**config.mk**
```make
export PLATFORM = sky130hd
export DESIGN_NAME = face_crossfade_pixel_compositor_top
export DESIGN_NICKNAME = d
export VERILOG_FILES = /design/src/rtl/fcpc_pkg.sv /design/src/rtl/fcpc_mix_lane.sv /design/src/rtl/fcpc_merge.sv /design/src/rtl/fcpc_blend_lane.sv /design/src/rtl/face_crossfade_pixel_compositor_top.sv
export SDC_FILE = /design/constraint.sdc
export NUM_CORES = 2
export LEC_CHECK = 0
export BUFFER_PORTS_ARGS = -buffer_cell sky130_fd_sc_hd__buf_2
export CAP_MARGIN = 30
export CELL_PAD_IN_SITES_DETAIL_PLACEMENT = 1
export CELL_PAD_IN_SITES_GLOBAL_PLACEMENT = 2
export CORE_ASPECT_RATIO = 1.4
export CORE_MARGIN = 3
export CORE_UTILIZATION = 46
export DETAILED_ROUTE_END_ITERATION = 16
export HOLD_SLACK_MARGIN = 0.06
export PLACE_DENSITY = 0.95
export SKIP_CTS_REPAIR_TIMING = 1
export SYNTH_ARGS = -nofsm -noshare
export SYNTH_HDL_FRONTEND = slang
export SYNTH_HIERARCHICAL = 1
export SYNTH_SLANG_ARGS = --single-unit
```
**constraint.sdc**
```tcl
create_clock -name clk -period 13.1 [get_ports clk]
set_clock_uncertainty 0.15 [all_clocks]
set_input_delay 0.655 -clock clk [delete_from_list [all_inputs] [get_ports clk]]
set_output_delay 0.655 -clock clk [all_outputs]
set_load 0.02 [all_outputs]
```
**src/rtl/fcpc_pkg.sv**
```systemverilog
// Shared types and constants for the face crossfade pixel compositor.
`timescale 1ns / 1ps

package fcpc_pkg;

	localparam int unsigned LANES = 3;

	localparam logic [8:0]  Q_ONE        = 9'd256;
	localparam logic [7:0]  WHITE_LEVEL  = 8'd230;
	localparam logic [7:0]  DRAW_LEVEL   = 8'd12;
	localparam logic [16:0] MIX_ROUND    = 17'd128;
	localparam logic [9:0]  DIV3_MUL     = 10'd683;
	localparam logic [16:0] BASE_ROUND   = 17'd128;
	localparam logic [24:0] BLEND_ROUND  = 25'd32640;
	localparam logic [16:0] BLEND_SAT    = 17'd65280;
	localparam logic [7:0]  CHAN_MAX     = 8'd255;

	typedef enum logic [0:0] {
		CFG_FACE_OPACITY = 1'b0,
		CFG_SMILE_AMOUNT = 1'b1
	} fcpc_cfg_idx_t;

	typedef struct packed {
		logic [7:0] rain_level;
		logic       over_face;
		logic [7:0] neutral_red;
		logic [7:0] neutral_green;
		logic [7:0] neutral_blue;
		logic [7:0] half_red;
		logic [7:0] half_green;
		logic [7:0] half_blue;
		logic [7:0] full_red;
		logic [7:0] full_green;
		logic [7:0] full_blue;
	} fcpc_in_t;

	typedef struct packed {
		logic [7:0] out_red;
		logic [7:0] out_green;
		logic [7:0] out_blue;
		logic       draw_glyph;
	} fcpc_out_t;

	// Per-transaction control that travels beside the lane data.
	typedef struct packed {
		logic       valid;
		logic       face_on;
		logic       white;
		logic [7:0] level;
	} fcpc_ctl_t;

endpackage

```
**src/rtl/fcpc_mix_lane.sv**
```systemverilog
// One color lane of the frame crossfade: selects the frame pair and mixes it.
`timescale 1ns / 1ps

module fcpc_mix_lane (
	input  logic       clk,
	input  logic [7:0] f0,
	input  logic [7:0] f1,
	input  logic [7:0] f2,
	input  logic       pair_hi,
	input  logic [8:0] t,
	output logic [7:0] m_s1
);
	import fcpc_pkg::*;

	logic [7:0]  lo_px;
	logic [7:0]  hi_px;
	logic [8:0]  w_lo;
	logic [16:0] acc;

	assign lo_px = pair_hi ? f1 : f0;
	assign hi_px = pair_hi ? f2 : f1;
	assign w_lo  = Q_ONE - t;
	assign acc   = 17'(lo_px) * 17'(w_lo) + 17'(hi_px) * 17'(t) + MIX_ROUND;

	always_ff @(posedge clk) begin
		m_s1 <= acc[15:8];
	end

endmodule

```
**src/rtl/fcpc_merge.sv**
```systemverilog
// Merge stage: luminance of the mixed lanes and the raised cell intensity.
`timescale 1ns / 1ps

module fcpc_merge (
	input  logic                   clk,
	input  logic                   arst_n,
	input  logic [2:0][7:0]        m_s1,
	input  fcpc_pkg::fcpc_ctl_t    ctl_s1,
	input  logic [8:0]             opacity,
	output logic [2:0][7:0]        m_s3,
	output fcpc_pkg::fcpc_ctl_t    ctl_s3,
	output logic [7:0]             lvl_up_s3
);
	import fcpc_pkg::*;

	logic [9:0]      sum;
	logic [19:0]     lum_prod;
	logic [7:0]      lum_s2;
	logic [2:0][7:0] m_s2;
	fcpc_ctl_t       ctl_s2;
	logic [16:0]     base_acc;
	logic [7:0]      base;

	// Floor of sum/3 as a reciprocal multiply; exact for sums below 2048.
	assign sum      = 10'(m_s1[0]) + 10'(m_s1[1]) + 10'(m_s1[2]);
	assign lum_prod = 20'(sum) * 20'(DIV3_MUL);

	assign base_acc = 17'(opacity) * 17'(lum_s2) + BASE_ROUND;
	assign base     = base_acc[15:8];

	always_ff @(posedge clk or negedge arst_n) begin
		if (!arst_n) begin
			ctl_s2 <= '0;
			ctl_s3 <= '0;
		end else begin
			ctl_s2 <= ctl_s1;
			ctl_s3 <= ctl_s2;
		end
	end

	always_ff @(posedge clk) begin
		lum_s2 <= lum_prod[18:11];
		m_s2   <= m_s1;
		m_s3   <= m_s2;
		// Raise intensity to the face baseline only where the face applies.
		if (ctl_s2.face_on && (base > ctl_s2.level))
			lvl_up_s3 <= base;
		else
			lvl_up_s3 <= ctl_s2.level;
	end

endmodule

```
**src/rtl/fcpc_blend_lane.sv**
```systemverilog
// One color lane of the rain/image alpha blend with rounding and saturation.
`timescale 1ns / 1ps

module fcpc_blend_lane (
	input  logic       clk,
	input  logic       face_on_s3,
	input  logic [7:0] rain_c_s3,
	input  logic [7:0] m_s3,
	input  logic [7:0] lvl_up_s3,
	input  logic [8:0] opacity,
	output logic [7:0] chan_s6
);
	import fcpc_pkg::*;

	logic [16:0] p_s4;
	logic [15:0] q_s4;
	logic [7:0]  rc_s4;
	logic        face_s4;
	logic [24:0] num_s5;
	logic [7:0]  rc_s5;
	logic        face_s5;
	logic [8:0]  w_rain;
	logic [24:0] rounded;
	logic [16:0] y;
	logic [16:0] d;
	logic [7:0]  v;

	assign w_rain = Q_ONE - opacity;

	// Divide by 65280 as >>8 then /255; /255 via add of the high byte.
	assign rounded = num_s5 + BLEND_ROUND;
	assign y       = rounded[24:8];
	assign d       = 17'(y[15:0]) + 17'd1 + 17'(y[15:8]);
	assign v       = (y >= BLEND_SAT) ? CHAN_MAX : d[15:8];

	always_ff @(posedge clk) begin
		p_s4    <= 17'(rain_c_s3) * 17'(w_rain);
		q_s4    <= 16'(m_s3) * 16'(lvl_up_s3);
		rc_s4   <= rain_c_s3;
		face_s4 <= face_on_s3;

		num_s5  <= (25'(p_s4) << 8) - 25'(p_s4) + 25'(q_s4) * 25'(opacity);
		rc_s5   <= rc_s4;
		face_s5 <= face_s4;

		chan_s6 <= face_s5 ? v : rc_s5;
	end

endmodule

```
**src/rtl/face_crossfade_pixel_compositor_top.sv**
```systemverilog
// Top level of the face crossfade pixel compositor: config, lanes and merge.
// A transaction accepted on start passes through stages s1 to s6 and then shows on result with done.
// Throughput: one transaction per cycle; busy stays low, three color lanes run in parallel.
// The six-stage pipeline is set by the mix, luminance, baseline and blend multipliers.
// Results cannot be stalled: done is a single-cycle strobe.
// Reset clears face_opacity, smile_amount and all in-flight transactions.
`timescale 1ns / 1ps

module face_crossfade_pixel_compositor_top (
	input  logic                    clk,
	input  logic                    arst_n,
	input  logic                    start,
	output logic                    busy,
	input  fcpc_pkg::fcpc_in_t      item,
	output logic                    done,
	output fcpc_pkg::fcpc_out_t     result,
	input  logic                    cfg_valid,
	output logic                    cfg_ready,
	input  fcpc_pkg::fcpc_cfg_idx_t cfg_index,
	input  logic [8:0]              cfg_data
);
	import fcpc_pkg::*;

	logic [8:0]      opacity_q;
	logic [8:0]      smile_q;
	logic [8:0]      cfg_sat;
	logic            pair_hi;
	logic [8:0]      t;
	logic [2:0][7:0] f0;
	logic [2:0][7:0] f1;
	logic [2:0][7:0] f2;
	logic [2:0][7:0] m_s1;
	logic [2:0][7:0] m_s3;
	logic [2:0][7:0] rain_c_s3;
	logic [2:0][7:0] chan_s6;
	fcpc_ctl_t       ctl_s1;
	fcpc_ctl_t       ctl_s3;
	logic [7:0]      lvl_up_s3;
	logic            valid_s4;
	logic            valid_s5;
	logic            valid_s6;
	logic            draw_s4;
	logic            draw_s5;
	logic            draw_s6;

	assign busy      = 1'b0;
	assign cfg_ready = 1'b1;
	assign cfg_sat   = (cfg_data > Q_ONE) ? Q_ONE : cfg_data;

	always_ff @(posedge clk or negedge arst_n) begin
		if (!arst_n) begin
			opacity_q <= '0;
			smile_q   <= '0;
		end else if (cfg_valid && cfg_ready) begin
			unique case (cfg_index)
				CFG_FACE_OPACITY: opacity_q <= cfg_sat;
				CFG_SMILE_AMOUNT: smile_q   <= cfg_sat;
				default:          ;
			endcase
		end
	end

	// Upper half of the smile range blends frames 1/2 with weight 2*(s-128).
	assign pair_hi = smile_q[8] | smile_q[7];
	assign t       = {smile_q[8], smile_q[6:0], 1'b0};

	assign f0 = {item.neutral_blue, item.neutral_green, item.neutral_red};
	assign f1 = {item.half_blue, item.half_green, item.half_red};
	assign f2 = {item.full_blue, item.full_green, item.full_red};

	for (genvar k = 0; k < LANES; k++) begin : g_mix
		fcpc_mix_lane u_mix (
			.clk     (clk),
			.f0      (f0[k]),
			.f1      (f1[k]),
			.f2      (f2[k]),
			.pair_hi (pair_hi),
			.t       (t),
			.m_s1    (m_s1[k])
		);
	end

	always_ff @(posedge clk or negedge arst_n) begin
		if (!arst_n) begin
			ctl_s1   <= '0;
			valid_s4 <= 1'b0;
			valid_s5 <= 1'b0;
			valid_s6 <= 1'b0;
		end else begin
			ctl_s1.valid   <= start && !busy;
			ctl_s1.face_on <= item.over_face && (opacity_q != '0);
			ctl_s1.white   <= item.rain_level >= WHITE_LEVEL;
			ctl_s1.level   <= item.rain_level;
			valid_s4       <= ctl_s3.valid;
			valid_s5       <= valid_s4;
			valid_s6       <= valid_s5;
		end
	end

	fcpc_merge u_merge (
		.clk       (clk),
		.arst_n    (arst_n),
		.m_s1      (m_s1),
		.ctl_s1    (ctl_s1),
		.opacity   (opacity_q),
		.m_s3      (m_s3),
		.ctl_s3    (ctl_s3),
		.lvl_up_s3 (lvl_up_s3)
	);

	// Rain color: green, or white at high intensity.
	assign rain_c_s3[0] = ctl_s3.white ? ctl_s3.level : 8'd0;
	assign rain_c_s3[1] = ctl_s3.level;
	assign rain_c_s3[2] = ctl_s3.white ? ctl_s3.level : 8'd0;

	for (genvar k = 0; k < LANES; k++) begin : g_blend
		fcpc_blend_lane u_blend (
			.clk        (clk),
			.face_on_s3 (ctl_s3.face_on),
			.rain_c_s3  (rain_c_s3[k]),
			.m_s3       (m_s3[k]),
			.lvl_up_s3  (lvl_up_s3),
			.opacity    (opacity_q),
			.chan_s6    (chan_s6[k])
		);
	end

	always_ff @(posedge clk) begin
		draw_s4 <= lvl_up_s3 > DRAW_LEVEL;
		draw_s5 <= draw_s4;
		draw_s6 <= draw_s5;
	end

	assign done              = valid_s6;
	assign result.out_red    = chan_s6[0];
	assign result.out_green  = chan_s6[1];
	assign result.out_blue   = chan_s6[2];
	assign result.draw_glyph = draw_s6;

	a_start_done: assert property (@(posedge clk) disable iff (!arst_n)
		start |-> ##6 done)
		else $error("accepted transaction produced no result");

	a_no_spurious: assert property (@(posedge clk) disable iff (!arst_n)
		!start |-> ##6 !done)
		else $error("result without an accepted transaction");

	a_rain_only: assert property (@(posedge clk) disable iff (!arst_n)
		(start && !item.over_face && (item.rain_level < WHITE_LEVEL)) |-> ##6
		(result.out_red == 8'd0 && result.out_blue == 8'd0 &&
		 result.out_green == $past(item.rain_level, 6)))
		else $error("off-face cell did not pass the green rain color");

	a_rain_draw: assert property (@(posedge clk) disable iff (!arst_n)
		(start && !item.over_face) |-> ##6
		(result.draw_glyph == ($past(item.rain_level, 6) > DRAW_LEVEL)))
		else $error("off-face draw flag does not follow rain level");

endmodule
```
# Yosys cells after proc, flatten, opt, wreduce, memory -nomap -nowiden
# Index checks and enable logic that the tools add are counted.
# op_classes
add_sub_neg	25
magnitude_cmp	7
multipliers	16
mux	15
bitwise_logic	2
reduce_logical	5
# op_table
cell	n
$mux 8	14
$add 25x15->25 const B	3
$add 25x25->25	3
$mul 16x9->25	3
$add 16x8->16 const B	4
$ge 17x16->1 const B	3
$sub 25x17->25	2
$add 16x1->16 const B	3
$add 16x16->16	3
$add 16x8->16	3
$mul 8x8->16	3
$mul 8x9->16	3
$mul 8x8->15	3
$mul 8x9->17	2
$mul 10x10->19 const B	1
$sub 9x9->9 const A	2
$mul 9x8->16	1
$add 10x8->10	1
$add 8x8->9	1
$gt 9x9->1 const B	1
$mux 9	1
$reduce_bool 9->1	1
$ge 8x8->1 const B	1
$gt 8x4->1 const B	1
5 further kinds	7
# word_totals
out_inout_bits	28
ff_bits	360
wordCells	118
inputBits	95

# Longest topological paths before layout
# depth
depth_word	5
depth_mapped	25
depth_no_buf	25

# Cells and area by module
# Netlist, hierarchy kept.
# modules_own_cells
mod	instances	area_per_inst_um2	cells_per_inst	seq_area_each_um2
fcpc_blend_lane at g_blend[1].u_blend	1	12263.0	1375	1541.5
fcpc_blend_lane at g_blend[2].u_blend	1	11994.0	1324	1541.5
fcpc_blend_lane at g_blend[0].u_blend	1	11991.5	1333	1541.5
fcpc_merge	1	6545.0	606	1831.8
fcpc_mix_lane at g_mix[2].u_mix	1	5108.6	570	160.2
fcpc_mix_lane at g_mix[0].u_mix	1	5096.1	571	160.2
fcpc_mix_lane at g_mix[1].u_mix	1	5074.9	568	160.2
face_crossfade_pixel_compositor_top	1	1323.8	89	860.8

# Worst setup path before layout
# Ideal clock, no wire load.
# synth_path
path_type	reg2reg
from	register smile_q[0]
to	register g_mix[0].u_mix.m_s1[6]
stages_incl_launch_ff	23
t_required_ns	12.878
n_path_buf	0
synth_period_minus_slack_ns	6.611
t_arrival_ns	6.389
setup_ns	0.072
slack_ns	6.489
path_cell_list	dfrtp_1 -> inv_1 -> ha_1 -> or4b_4 -> or4_4 -> xnor2_1 -> nand2_1 -> fa_1 -> fa_1 -> inv_1 -> fa_1 -> fa_1 -> inv_1 -> fa_1 -> fa_1 -> inv_1 -> ha_1 -> a21o_1 -> a21o_1 -> a21oi_1 -> o21ai_1 -> a21oi_1 -> xnor2_1
# synth_between
elab_chain_cells	4
elab_cells_between_ends	5
cone_classes	add/sub: 3; mul: 2
# synth_lines
element	line	text
start, declared	face_crossfade_pixel_compositor_top.sv:25	logic [8:0] smile_q;
start signal, assigned	face_crossfade_pixel_compositor_top.sv:57	CFG_SMILE_AMOUNT: smile_q <= cfg_sat;
$sub 9x9->9	fcpc_mix_lane.sv:22	assign w_lo = Q_ONE - t;
$mul 8x9->16	fcpc_mix_lane.sv:23	assign acc = 17'(lo_px) * 17'(w_lo) + 17'(hi_px) * 17'(t) + MIX_ROUND;
$add 16x16->16 (*)	fcpc_mix_lane.sv:23	
$add 16x8->16 (*)	fcpc_mix_lane.sv:23	
named net g_mix[0].u_mix.acc[14]	fcpc_mix_lane.sv:18	logic [16:0] acc;
end signal, assigned	fcpc_mix_lane.sv:26	m_s1 <= acc[15:8];
end, declared	fcpc_mix_lane.sv:11	output logic [7:0] m_s1
# The timed path passes the listed nets; every way through them passes the cells marked *.
# A chain may end at the register's enable or synchronous reset.

# Worst setup path in the final report
# layout_path
from	register smile_q[2]
to	register g_mix[1].u_mix.m_s1[4]
# layout_between
elab_chain_cells	4
elab_cells_between_ends	5
cone_classes	add/sub: 3; mul: 2
# layout_lines
element	line
$sub 9x9->9	fcpc_mix_lane.sv:22
$mul 8x9->16	fcpc_mix_lane.sv:23
$add 16x16->16 (*)	fcpc_mix_lane.sv:23
$add 16x8->16 (*)	fcpc_mix_lane.sv:23
named net g_mix[1].u_mix.acc[12]	fcpc_mix_lane.sv:18
end signal, assigned	fcpc_mix_lane.sv:26
end, declared	fcpc_mix_lane.sv:11
# Marks and branches as above.

==> qor.yml <==
status: "finished, final reports clean"
synth_area_leaders: "fa_1 34%, ha_1 15%, dfxtp_1 11%"
drc: 0
yosysWarnings: 6
cap_violations: 0
layout_common_cells: "1458 x inv_1, 1004 x fa_1, 762 x nand2_1"
r2r-end: "g_mix[1].u_mix/m_s1[4]"
fin_util: 0.4974
dr_total_vias: 43200
worstPathRequired_ns: 13.48
cp_max_fo: 27
synth-seq-cells: 376
rr_worst_depth: 21
std_cell_rows: 155
cp-start-kind: "register"
gp_congestion: 0.8810
syn_area_per_cell_um2: 9.229
grt.met3_usage: 0.01829
dp_hpwl_um: 131900
final_nets: 8358
h-tree-depth: 2
async_flop_share: 0.1436
areaGrowthSynthToFinish_pct: 7.029
clk_latency_ns: 0.60
synth_top_area_share: 0.3384
viasPerCell: 5.260
postRouteAntennaNets: 0
hold_path.class: "input port to async pin"
port_buffers: 120
grt_pass1_wl_um: 263000
slew_headroom: 0.3158
clk_pin_slew_ns: 0.07
grt_max_degree: 56
fin_crit_sh: 0.5597
synth-edff-count: 0
track_usage: 0.2480
initial_core_util: 0.4648
drive_gt1_frac: 0.06141
worstSetupPathType: "register to register"
antenna_found_initial: 1
ys.flop_type: "dfxtp_1"
yosys.area.top_type: "fa_1"
cts_buffers: 44
min_period_ns: 7.332
setup_viol: 0
cts.sinks: 376
die_area_um2: 133500
met2_usage: 0.4959
cts-root-buf: "clkbuf_16"
io_pins: 123
tns_ns: 0
gr-total-overflow: 0
drt_iter0_markers: 1443
grt_pass1_vias: 51190
drt-pass1-iter-count: 7
synth_cells: 6436
final_common_cell: "inv_1"
fmax_ghz: 0.1364
clock_path_buffers: 3
yosysSeqAreaShare: 0.1313
cts_tree: "done"
final_max_slew_viol_count: 0
tightest_slew_ns: 1.019
finalHoldViolations: 0
crit_arrival_ns: 7.72
rsz0062_at_grt: "false"
wirelength_um: 160100
coreArea_um2: 127800
met1_usage: 0.2644
die_height_um: 431.2
die_w_um: 309.7
r2r-start: "smile_q[2]"
wl_per_cell_um: 19.49
crit_path_end_kind: "register"
synth.distinct_cells: 108
rrSetupSlack_ns: 5.77
busiest_layer: "met2"
syn_area_um2: 59400
-- layer usage --
layer  share of wire  vias to the layer above
met2            0.57                      685
met3           0.023                      344
met1            0.37                    22410
li1                -                    19760
met5               0                        -
met4           0.042                        0
-- critical path, stage by stage (launching register included) --
cell	delay (ns)
dfrtp_1	0.57
buf_4	0.34
nor3_1	0.24
nand3_1	0.16
or3_1	0.34
xor2_1	0.48
and2_1	0.24
fa_1	0.39
inv_1	0.09
fa_1	0.46
fa_1	0.52
fa_1	0.56
fa_1	0.43
fa_1	0.51
inv_1	0.05
ha_1	0.20
nor4_1	0.28
o21ai_0	0.16
o22ai_2	0.35
o21bai_2	0.15
or4_1	0.43
nand4_1	0.10
-- registers in the layout, indices dropped and copies added, names as in the netlist, 3 cells and up --
| register | cells |
|---|---|
| ctl_s1 | 11 |
| g_blend.u_blend/num_s5 | 54 |
| g_blend.u_blend/rc_s4 | 24 |
| opacity_q | 9 |
| g_blend.u_blend/chan_s6 | 24 |
| g_blend.u_blend/p_s4 | 51 |
| u_merge/lvl_up_s3 | 8 |
| g_blend.u_blend/face_s5 | 3 |
| u_merge/lum_s2 | 8 |
| u_merge/m_s3 | 24 |
| u_merge/ctl_s3 | 11 |
| smile_q | 9 |
| g_blend.u_blend/q_s4 | 48 |
| g_mix.u_mix/m_s1 | 24 |
| u_merge/m_s2 | 24 |
| g_blend.u_blend/rc_s5 | 24 |
| u_merge/ctl_s2 | 11 |
| g_blend.u_blend/face_s4 | 3 |
-- cell type report --
type / instances / area, um^2
inverter: 1458 / 5473
clock inverter: 24 / 331.6
fill: 14780 / 64230
sequential: 376 / 7809
timing repair buffer: 172 / 1041
clock buffer: 56 / 1261
antenna: 4 / 10.01
tap: 1648 / 2062
multi-input combinational: 4476 / 45590
-- cell usage after synthesis (all sizes together), types with 7 or more instances --
library cell and count:
a41oi 10, mux2i 34, clkbuf 100, ha 731, o31ai 13, nor3 73
nand4 28, dfrtp 54, a21o 48, nand3b 7, mux2 65, o21bai 16
nand2b 38, a211oi 11, xor2 97, inv 1458, or2 16, a31oi 19
o21a 34, o211ai 13, nor2b 71, a21oi 130, o21ai 76, xnor2 220
fa 1004, nand2 764, a31o 12, nor2 220, dfxtp 322, buf 35
nand3 47, and3 11, nor4 23, and2 534, or3 14
-- stage by stage --
step / std cells / area [um^2] / setup slack [ns] / hold WS (ns)
detailed placement: 8120 / 61860 / 5.828 / 0.1632
global placement: 8119 / 61840 / 6.044 / 0.1601
finish: 8214 / 63570 / 5.768 / 0.08758
CTS: 8200 / 63460 / 5.794 / -0.02792
floorplan: 6445 / 59430 / 6.489 / 0.1596
global route: 8210 / 63560 / 5.449 / 0.1312
-- cell families (layout without fill, tap and decap cells) --
| logic type | Yosys count | count (layout) | synth area share |
|---|---|---|---|
| and+or+nand+nor | 1875 | 1875 | 0.1568 |
| adders and majority gates | 1735 | 1735 | 0.4924 |
| buffers and inverters | 1593 | 1710 | 0.1019 |
| AOI/OAI and AO/OA | 439 | 439 | 0.05123 |
| DFF | 376 | 376 | 0.1313 |
| xor gates and xnor gates | 317 | 317 | 0.04756 |
| muxes | 99 | 99 | 0.01875 |
| other | 2 | 15 | 0.0001264 |
-- worst max-delay path by stage --
| stage | startpoint | to | slack, ns |
|---|---|---|---|
| 6_report | smile_q[2] | g_mix[1].u_mix/m_s1[4] | 5.77 |
| 5_1_grt | smile_q[2] | g_mix[1].u_mix/m_s1[4] | 5.45 |
| 4_1_cts | smile_q[8] | g_mix[1].u_mix/m_s1[4] | 5.79 |
| 3_5_place_dp | smile_q[8] | g_mix[1].u_mix/m_s1[4] | 5.83 |
| 3_3_place_gp | smile_q[8] | g_mix[1].u_mix/m_s1[4] | 6.04 |
| 2_1_floorplan | smile_q[0] | g_mix[0].u_mix/m_s1[6] | 6.49 |
Power is not shown: default switching activity piles up to over one toggle a cycle in this logic, so the estimate is an artifact.
